## src/rtl/rpid_pkg.sv

```systemverilog
package rpid_pkg;

    localparam int MAX_READS_DEF = 65536;

    localparam int EPOCH_W = 4;
    localparam logic [EPOCH_W-1:0] EPOCH_FIRST = EPOCH_W'(1);
    localparam logic [EPOCH_W-1:0] EPOCH_LAST = {EPOCH_W{1'b1}};
    localparam logic [EPOCH_W-1:0] EPOCH_NONE = '0;

    localparam int DIST_W = 18;
    localparam logic [DIST_W-1:0] DIST_MAX = 18'h1FFFF;
    localparam logic [DIST_W-1:0] DIST_MIN = 18'h20000;

    localparam int IDX_W = 16;
    localparam int CNT_W = 15;

    localparam int TU_START = 0;
    localparam int TU_SMALL = 1;
    localparam int TU_DELTA = 2;
    localparam int S_TUSER_W = 3;
    localparam int S_TDATA_W = 40;
    localparam int M_TDATA_W = 48;
    localparam int M_TUSER_W = 2;

    typedef enum logic [1:0] {
        ERR_NONE    = 2'd0,
        ERR_RANGE   = 2'd1,
        ERR_NO_FREE = 2'd2
    } err_t;

    typedef struct packed {
        logic accept;
        logic clr_run;
        logic skip;
        logic finish;
    } rpid_cmd_t;

    typedef struct packed {
        logic marked;
        logic epoch_full;
        logic clr_last;
        logic out_free;
    } rpid_status_t;

endpackage

```

## src/rtl/rpid_ctrl.sv

```systemverilog
module rpid_ctrl
    import rpid_pkg::*;
(
    input  logic         clk,
    input  logic         rst_n,
    input  logic         in_valid,
    input  logic         in_start,
    input  rpid_status_t status,
    output rpid_cmd_t    cmd,
    output logic         in_ready
);

    typedef enum logic [1:0] {
        ST_CLEAR,
        ST_IDLE,
        ST_TEST
    } state_t;

    state_t state_reg, state_next;
    logic   after_start_reg, after_start_next;
    logic   ready_reg, ready_next;

    always_comb
    begin
        cmd              = '0;
        state_next       = state_reg;
        after_start_next = after_start_reg;
        case (state_reg)
            ST_CLEAR:
            begin
                cmd.clr_run = 1'b1;
                if (status.clr_last)
                begin
                    state_next = after_start_reg ? ST_TEST : ST_IDLE;
                end
            end
            ST_IDLE:
            begin
                if (in_valid && ready_reg)
                begin
                    cmd.accept = 1'b1;
                    if (in_start && status.epoch_full)
                    begin
                        state_next       = ST_CLEAR;
                        after_start_next = 1'b1;
                    end
                    else
                    begin
                        state_next = ST_TEST;
                    end
                end
            end
            ST_TEST:
            begin
                if (status.marked)
                begin
                    cmd.skip = 1'b1;
                end
                else if (status.out_free)
                begin
                    cmd.finish = 1'b1;
                    state_next = ST_IDLE;
                end
            end
            default:
            begin
                state_next = ST_IDLE;
            end
        endcase
        ready_next = (state_next == ST_IDLE);
    end

    always_ff @(posedge clk or negedge rst_n)
    begin
        if (!rst_n)
        begin
            state_reg       <= ST_CLEAR;
            after_start_reg <= 1'b0;
            ready_reg       <= 1'b0;
        end
        else
        begin
            state_reg       <= state_next;
            after_start_reg <= after_start_next;
            ready_reg       <= ready_next;
        end
    end

    assign in_ready = ready_reg;

endmodule

```

## config.mk

```make
export PLATFORM = sky130hd
export DESIGN_NAME = rpid_ctrl
export DESIGN_NICKNAME = d
export VERILOG_FILES = /design/src/rtl/rpid_pkg.sv /design/src/rtl/rpid_ctrl.sv
export SDC_FILE = /design/constraint.sdc
export NUM_CORES = 1
export LEC_CHECK = 0
export BUFFER_PORTS_ARGS = -buffer_cell sky130_fd_sc_hd__buf_2
export CAP_MARGIN = 15
export CORE_AREA = 4 4 41 43
export CTS_CLUSTER_SIZE = 14
export DETAILED_ROUTE_END_ITERATION = 6
export DIE_AREA = 0 0 45 47
export PLACE_DENSITY = 0.34
export SYNTH_ARGS = -nofsm -noshare
export SYNTH_HDL_FRONTEND = slang
export SYNTH_SLANG_ARGS = --single-unit
```

## constraint.sdc

```tcl
create_clock -name clk -period 1.85 [get_ports clk]
set_input_delay 0.37 -clock clk [delete_from_list [all_inputs] [get_ports clk]]
set_output_delay 0.37 -clock clk [all_outputs]
set_load 0.1 [all_outputs]
```

Word-level counts from Yosys, hierarchy flattened --
Index checks and enable logic that the tools add are counted.
Storage, ports and cells: bits in registers 4, logic and storage cells 24
Cells by class: equal/unequal tests 3, multiplexer cells 14, reduce and logical (&&, ||, !) cells 4
Operator list (count):
- $mux 2 | 7
- $mux 1 | 6
- $pmux 2 s3 | 1
- $eq 2x1->1 const B | 2
- $reduce_and 3->1 | 1
- $eq 2x2->1 const B | 1
- $logic_and 1x1->1 | 2
- $logic_not 2->1 | 1

Depth between registers and ports, before layout --
Gate-level depths: netlist (run 1).
depth in word-level cells 5, depth in mapped cells 3

Least setup slack after synthesis (run 1) --
Ideal clock, no wire load.
path type register to register, start reg state_reg[1], end reg ready_reg, in the netlist in_ready, setup time 71 ps, arrival time 2058 ps, data required time 1779 ps, path slack -279 ps, cell stages (with the launch flop) 4, buffers on the path 0, cells stage by stage dfrtp_1 > nor2_1 > a31oi_2 > nand2_1
On the way: word-level cells in the longest chain between the ends 4, elaborated cells on any way between the ends 9
RTL lines:
- start, declared | line rpid_ctrl.sv:19 | state_t state_reg, state_next;
- start signal, assigned | line rpid_ctrl.sv:83 | state_reg <= state_next;
- $mux 2 | line rpid_ctrl.sv:59 | else if (status.out_free)
- $mux 2 | line rpid_ctrl.sv:55 | if (status.marked)
- $pmux 2 s3 * | line rpid_ctrl.sv:28 | case (state_reg)
- $eq 2x1->1 * | line rpid_ctrl.sv:70 | ready_next = (state_next == ST_IDLE);
- net ready_next | line rpid_ctrl.sv:21 | logic ready_reg, ready_next;
- end signal, assigned | line rpid_ctrl.sv:85 | ready_reg <= ready_next;
- end, declared | line rpid_ctrl.sv:21
The timed path passes the listed nets; every way through them passes the cells marked *. A chain may end at the register's enable or synchronous reset.

==> results.txt, run 1 <==
synth unique cells: 12
critical path, cell by cell: and3b_2 -> buf_2
FF-to-FF setup slack: 800 ps
clock share of power: 0.173
antenna violations before repair: 0
fin worst setup slack: 186 ps
CTS sink cnt: 4
WP data arrival: 1290 ps
CTS Root Cell: clkbuf_4
#FFs+latches synth: 4
Worst Setup End Kind: output pin
Slew @ Worst Pin: 486 ps
ranking of synthesized cells by area: dfrtp_1, nand2_1, and4bb_4
M1 wire length: 223 um
routability cong.: 0.726
fill count: 157
vias in the first global route: 229
antenna viol nets, final: 0
Reg clk slew, reported paths: 40 ps
CP Max Fanout: 6
Pwr Total: 0.695 mW
Core Footprint: 1300 um^2
pre-CTS setup slack: 431 ps
syn nets: 30
top-count cell post-synth: nand2_1
net switching power: 0.398 mW
max-slew violations: 0
ant diodes: 0
sequential area share after synthesis: 0.468
final WL: 556 um
H-Tree Depth: 1
slowest CP cell: dfrtp_1
First-pass DRT Iterations: 1
Worst Skew: 3.28 ps
Post-synth EDFFs: 0
Max-cap violations: 0
number of flip-flops in the largest register: 2
metal2 WL: 272 um
R2R cell count: 3
Top Metal Used: met3
Power Density: 1920 nW/um^2
Synth top area share: 0.468
# setup viols final: 0
area leader, netlist: dfrtp_1
startpoint type of the worst setup path: flip-flop
RSZ-0062 raised after global routing: no
status: complete, no violations
die footprint: 2120 um^2
Post-Syn Area: 214 um^2
post-layout min period: 1660 ps
Hold Path Depth: 3
Pleak: 0.177 nW
Syn Inst Count: 22
residual DRC count: 0
Synth Flop Type: dfrtp_1
Post-synth top cells: nand2_1, dfrtp_1, nand3_1
Crit Path Class: reg2out
first-pass GRT wire length: 910 um
Tcrit/Tclk final: 0.900
Flop pwr share: 0.227
CTS tree: done
Layout Nets: 48
Fin. Hold Viols: 0
met3 wire len: 60 um
standard-cell row count: 13
maximum clock frequency: 601 MHz
GRT Total Usage: 0.0667
TNS Setup: 0 ps
fin util: 0.279
sw frac: 0.573
YS warnings: 0
via count: 214
layout cell share with drive strength beyond 1: 0.538
largest net degree at the start of global routing: 7
Worst-Skew Late Latency: 240 ps
CTS max path bufs: 2
Initial Util: 0.164
Final Non-Filler Cells: 54
Inst Count DP: 49
Slew headroom: 0.679
ys async rst share: 1.00
port bufs: 12
area delta synth->final: 69.6%
DIE WIDTH: 45 um
via/cell ratio: 3.96
aggregate global routing overflow: 0
die height: 47 um
Critical Path Max Stage Delay: 410 ps
WP data required: 1480 ps
Ports: 13
1st-iter DRT viols: 0
total CTS buffers: 3
Pint: 0.297 mW
Logic pwr share: 0.600
Hold WC Path Type: in2reg
Worst VDD drop: 0.469 mV
Syn Area/Cell: 9.73 um^2
DR WL/cell: 10.3 um
==> worst paths after layout <==
path | startpoint | end
hold / removal | status[2] | after_start_reg
hold reg to reg | after_start_reg | after_start_reg
setup reg to reg | state_reg[1] | in_ready
setup / recovery | state_reg[0] | cmd[1]
max in group asynchronous | rst_n | in_ready
min in group asynchronous | rst_n | state_reg[0]
==> repair_timing <==
action	in CTS	in global routing
resized for setup	0	0
setup buffers	0	0
hold buffers	1	0
hold endpoints to repair	4	0
==> layer usage <==
layer / global-route usage / vias up
met5: 0 / -
met4: 0.0877 / 0
met3: 0.0307 / 0
met2: 0.0847 / 8
met1: 0.0714 / 95
li1: - / 111
==> cells in the final DEF (no fill, tap or decap) <==
master | Yosys | final
nand2_1 | 6 | 6
and4b_2 | 1 | 1
nand3_1 | 3 | 3
and4bb_4 | 1 | 1
dlygate4sd3_1 | 0 | 1
nand2b_1 | 1 | 1
inv_1 | 1 | 1
clkbuf_4 | 0 | 3
o21ai_0 | 1 | 1
clkbuf_1 | 0 | 1
dfrtp_2 | 0 | 1
dfrtp_1 | 4 | 3
nand3b_1 | 1 | 1
a31oi_2 | 1 | 1
nor2_2 | 0 | 1
buf_12 | 0 | 2
and3b_2 | 1 | 1
buf_2 | 0 | 10
==> stage by stage <==
stage / cell area (um^2) / hold slack, ps
2_1_floorplan: 218 / 74.4
5_1_grt: 363 / 382
6_report: 363 / 374
3_3_place_gp: 327 / 181
4_1_cts: 363 / 369
3_5_place_dp: 327 / 182
==> power groups by stage <==
| stage | Sequential (mW) | Combinational (mW) | Clock (mW) |
|---|---|---|---|
| floorplan | 0.227 | 0.264 | 0 |
| global placement | 0.158 | 0.421 | 0 |
| detailed placement | 0.159 | 0.419 | 0 |
| CTS | 0.157 | 0.421 | 0.129 |
| global route | 0.163 | 0.440 | 0.138 |
| finish | 0.158 | 0.417 | 0.120 |
==> layout make-up <==
type	instances	area (um^2)	area share
repair buffers	13	100	0.276
well taps	15	18.8	0.0517
inverters	1	3.75	0.0103
clock buffers	4	26.3	0.0724
multi-input cells	17	113	0.310
flip-flops and latches	4	101	0.279
==> worst max-delay path, delay by kind of cell (launching register included) <==
family                 cells  cell delay (ps)
DFF                        1              410
buffers and inverters      1              410
and+or+nand+nor            1              230
==> kinds of logic after synthesis <==
group	count (synthesis)	share of synthesized area
AOI/OAI and AO/OA	2	0.0818
buffers and inverters	1	0.0175
and+or+nand+nor	15	0.433
DFF	4	0.468
(Power assumes the default switching activity.)
==> run 2, diff against run 1 <==
- CAP_MARGIN: 15 -> not set
- clock period: 1.85 -> 1.6 ns (I/O delays scaled with it)
==> run 2 against run 1 <==
Effect of this change: largest cell class is now buffers; wire length is 2.2% higher; non-clock buffer count unchanged; via count increased by 1.4%; power rose by 31%; clock-buffer cell count stayed put; global-route usage about the same; clock skew up 0.58 ps; first-iteration DRC count rose by 6; sequential share of layout area down 2.4 points; clock power grew 17%; register-to-register slack got worse by 260 ps; sequential power increased by 23%.
==> results.txt, run 2 (synthesis gave the netlist of run 1 again) <==
status: complete, no violations
Flop pwr share: 0.214
die footprint: 2120 um^2
CTS sink cnt: 4
Ports: 13
via/cell ratio: 4.02
R2R cell count: 3
Logic pwr share: 0.632
Hold WC Path Type: in2reg
Core Footprint: 1300 um^2
residual DRC count: 0
critical path, cell by cell: and4bb_4 -> buf_12
ant diodes: 0
1st-iter DRT viols: 6
antenna violations before repair: 0
vias in the first global route: 224
DIE WIDTH: 45 um
Power Density: 2270 nW/um^2
Pleak: 0.184 nW
max-slew violations: 0
GRT Total Usage: 0.0666
fill count: 142
die height: 47 um
RSZ-0062 raised after global routing: no
maximum clock frequency: 649 MHz
Tcrit/Tclk final: 0.963
net switching power: 0.486 mW
largest net degree at the start of global routing: 7
WP data arrival: 1220 ps
sw frac: 0.534
Slew headroom: 0.679
commonest non-fill, non-tap cell in the layout: buf_2
Worst VDD drop: 0.492 mV
Max-cap violations: 0
routability cong.: 0.681
final WL: 568 um
first-pass GRT wire length: 938 um
hpwl dp: 464 um
standard-cell row count: 13
H-Tree Depth: 1
CP Max Fanout: 6
Layout Nets: 48
aggregate global routing overflow: 0
Worst-Skew Late Latency: 240 ps
DR WL/cell: 10.5 um
CTS tree: done
via count: 217
layout cell share with drive strength beyond 1: 0.564
CTS Root Cell: clkbuf_4
Slew @ Worst Pin: 484 ps
clock share of power: 0.154
Hold Path Depth: 3
Initial Util: 0.164
startpoint type of the worst setup path: flip-flop
TNS Setup: 0 ps
Worst Setup End Kind: output pin
antenna viol nets, final: 0
Fin. Hold Viols: 0
Pwr Total: 0.910 mW
slowest CP cell: dfrtp_1
Crit Path Class: reg2out
CTS max path bufs: 2
First-pass DRT Iterations: 4
post-layout min period: 1540 ps
# setup viols final: 0
Pint: 0.424 mW
Critical Path Max Stage Delay: 430 ps
number of flip-flops in the largest register: 2
WP data required: 1280 ps
total CTS buffers: 3
most frequent cells in the layout: buf_2, nand2_1, buf_12
Worst Skew: 3.86 ps
port bufs: 12
Reg clk slew, reported paths: 40 ps
area delta synth->final: 87.7%
-- run 2: power groups by stage --
stage               Combinational [mW]  Clock [mW]  Sequential, mW
floorplan                        0.315           0           0.272
global placement                 0.581           0           0.193
detailed placement               0.577           0           0.195
CTS                              0.581       0.150           0.194
global route                     0.593       0.162           0.204
finish                           0.575       0.140           0.195
-- run 2: cell type report --
type | instances | area [um^2] | share of cell area
Sequential cell | 4 | 103 | 0.255
Timing Repair Buffer | 13 | 130 | 0.324
Clock buffer | 4 | 26.3 | 0.0654
Tap cell | 15 | 18.8 | 0.0467
Multi-Input combinational cell | 17 | 120 | 0.299
Inverter | 1 | 3.75 | 0.00935
-- run 2: worst max-delay path, delay by kind of cell, from the launching register on --
kind | cells | cell delay [ps]
flip-flops | 1 | 430
AND/OR/NAND/NOR | 1 | 370
buffers and inverters | 1 | 180
-- run 2: stage by stage --
step | cells | setup WS, ps | cell area, um^2 | util | hold slack [ps]
floorplan | 22 | 54.3 | 225 | - | 24.4
global placement | 49 | 297 | 364 | 0.280 | 128
detailed placement | 49 | 283 | 364 | 0.280 | 129
CTS | 54 | 28.4 | 400 | 0.308 | 331
global route | 54 | 4.79 | 402 | 0.309 | 338
finish | 54 | 59.9 | 402 | 0.309 | 347
-- run 2: worst paths after layout --
kind                                   end  slack, ps             from
setup / recovery                    cmd[0]         60     state_reg[0]
hold / removal             after_start_reg        350        status[2]
min in group asynchronous     state_reg[0]        420            rst_n
hold reg to reg            after_start_reg        480  after_start_reg
max in group asynchronous     state_reg[1]       1040            rst_n
setup reg to reg                  in_ready        540     state_reg[0]
-- run 2: repair_timing --
item / in CTS / in global routing
endpoints found under the setup margin: 0 / 1
gates resized for setup: 0 / 1
setup buffers: 0 / 0
endpoints found under the hold margin: 4 / 0
hold buffers: 1 / 0
-- run 2: per-layer routing --
metal	global-route usage	share of wire
met5	0	0
met4	0.0702	0
met3	0.0230	0.074
met2	0.0989	0.52
met1	0.0713	0.40
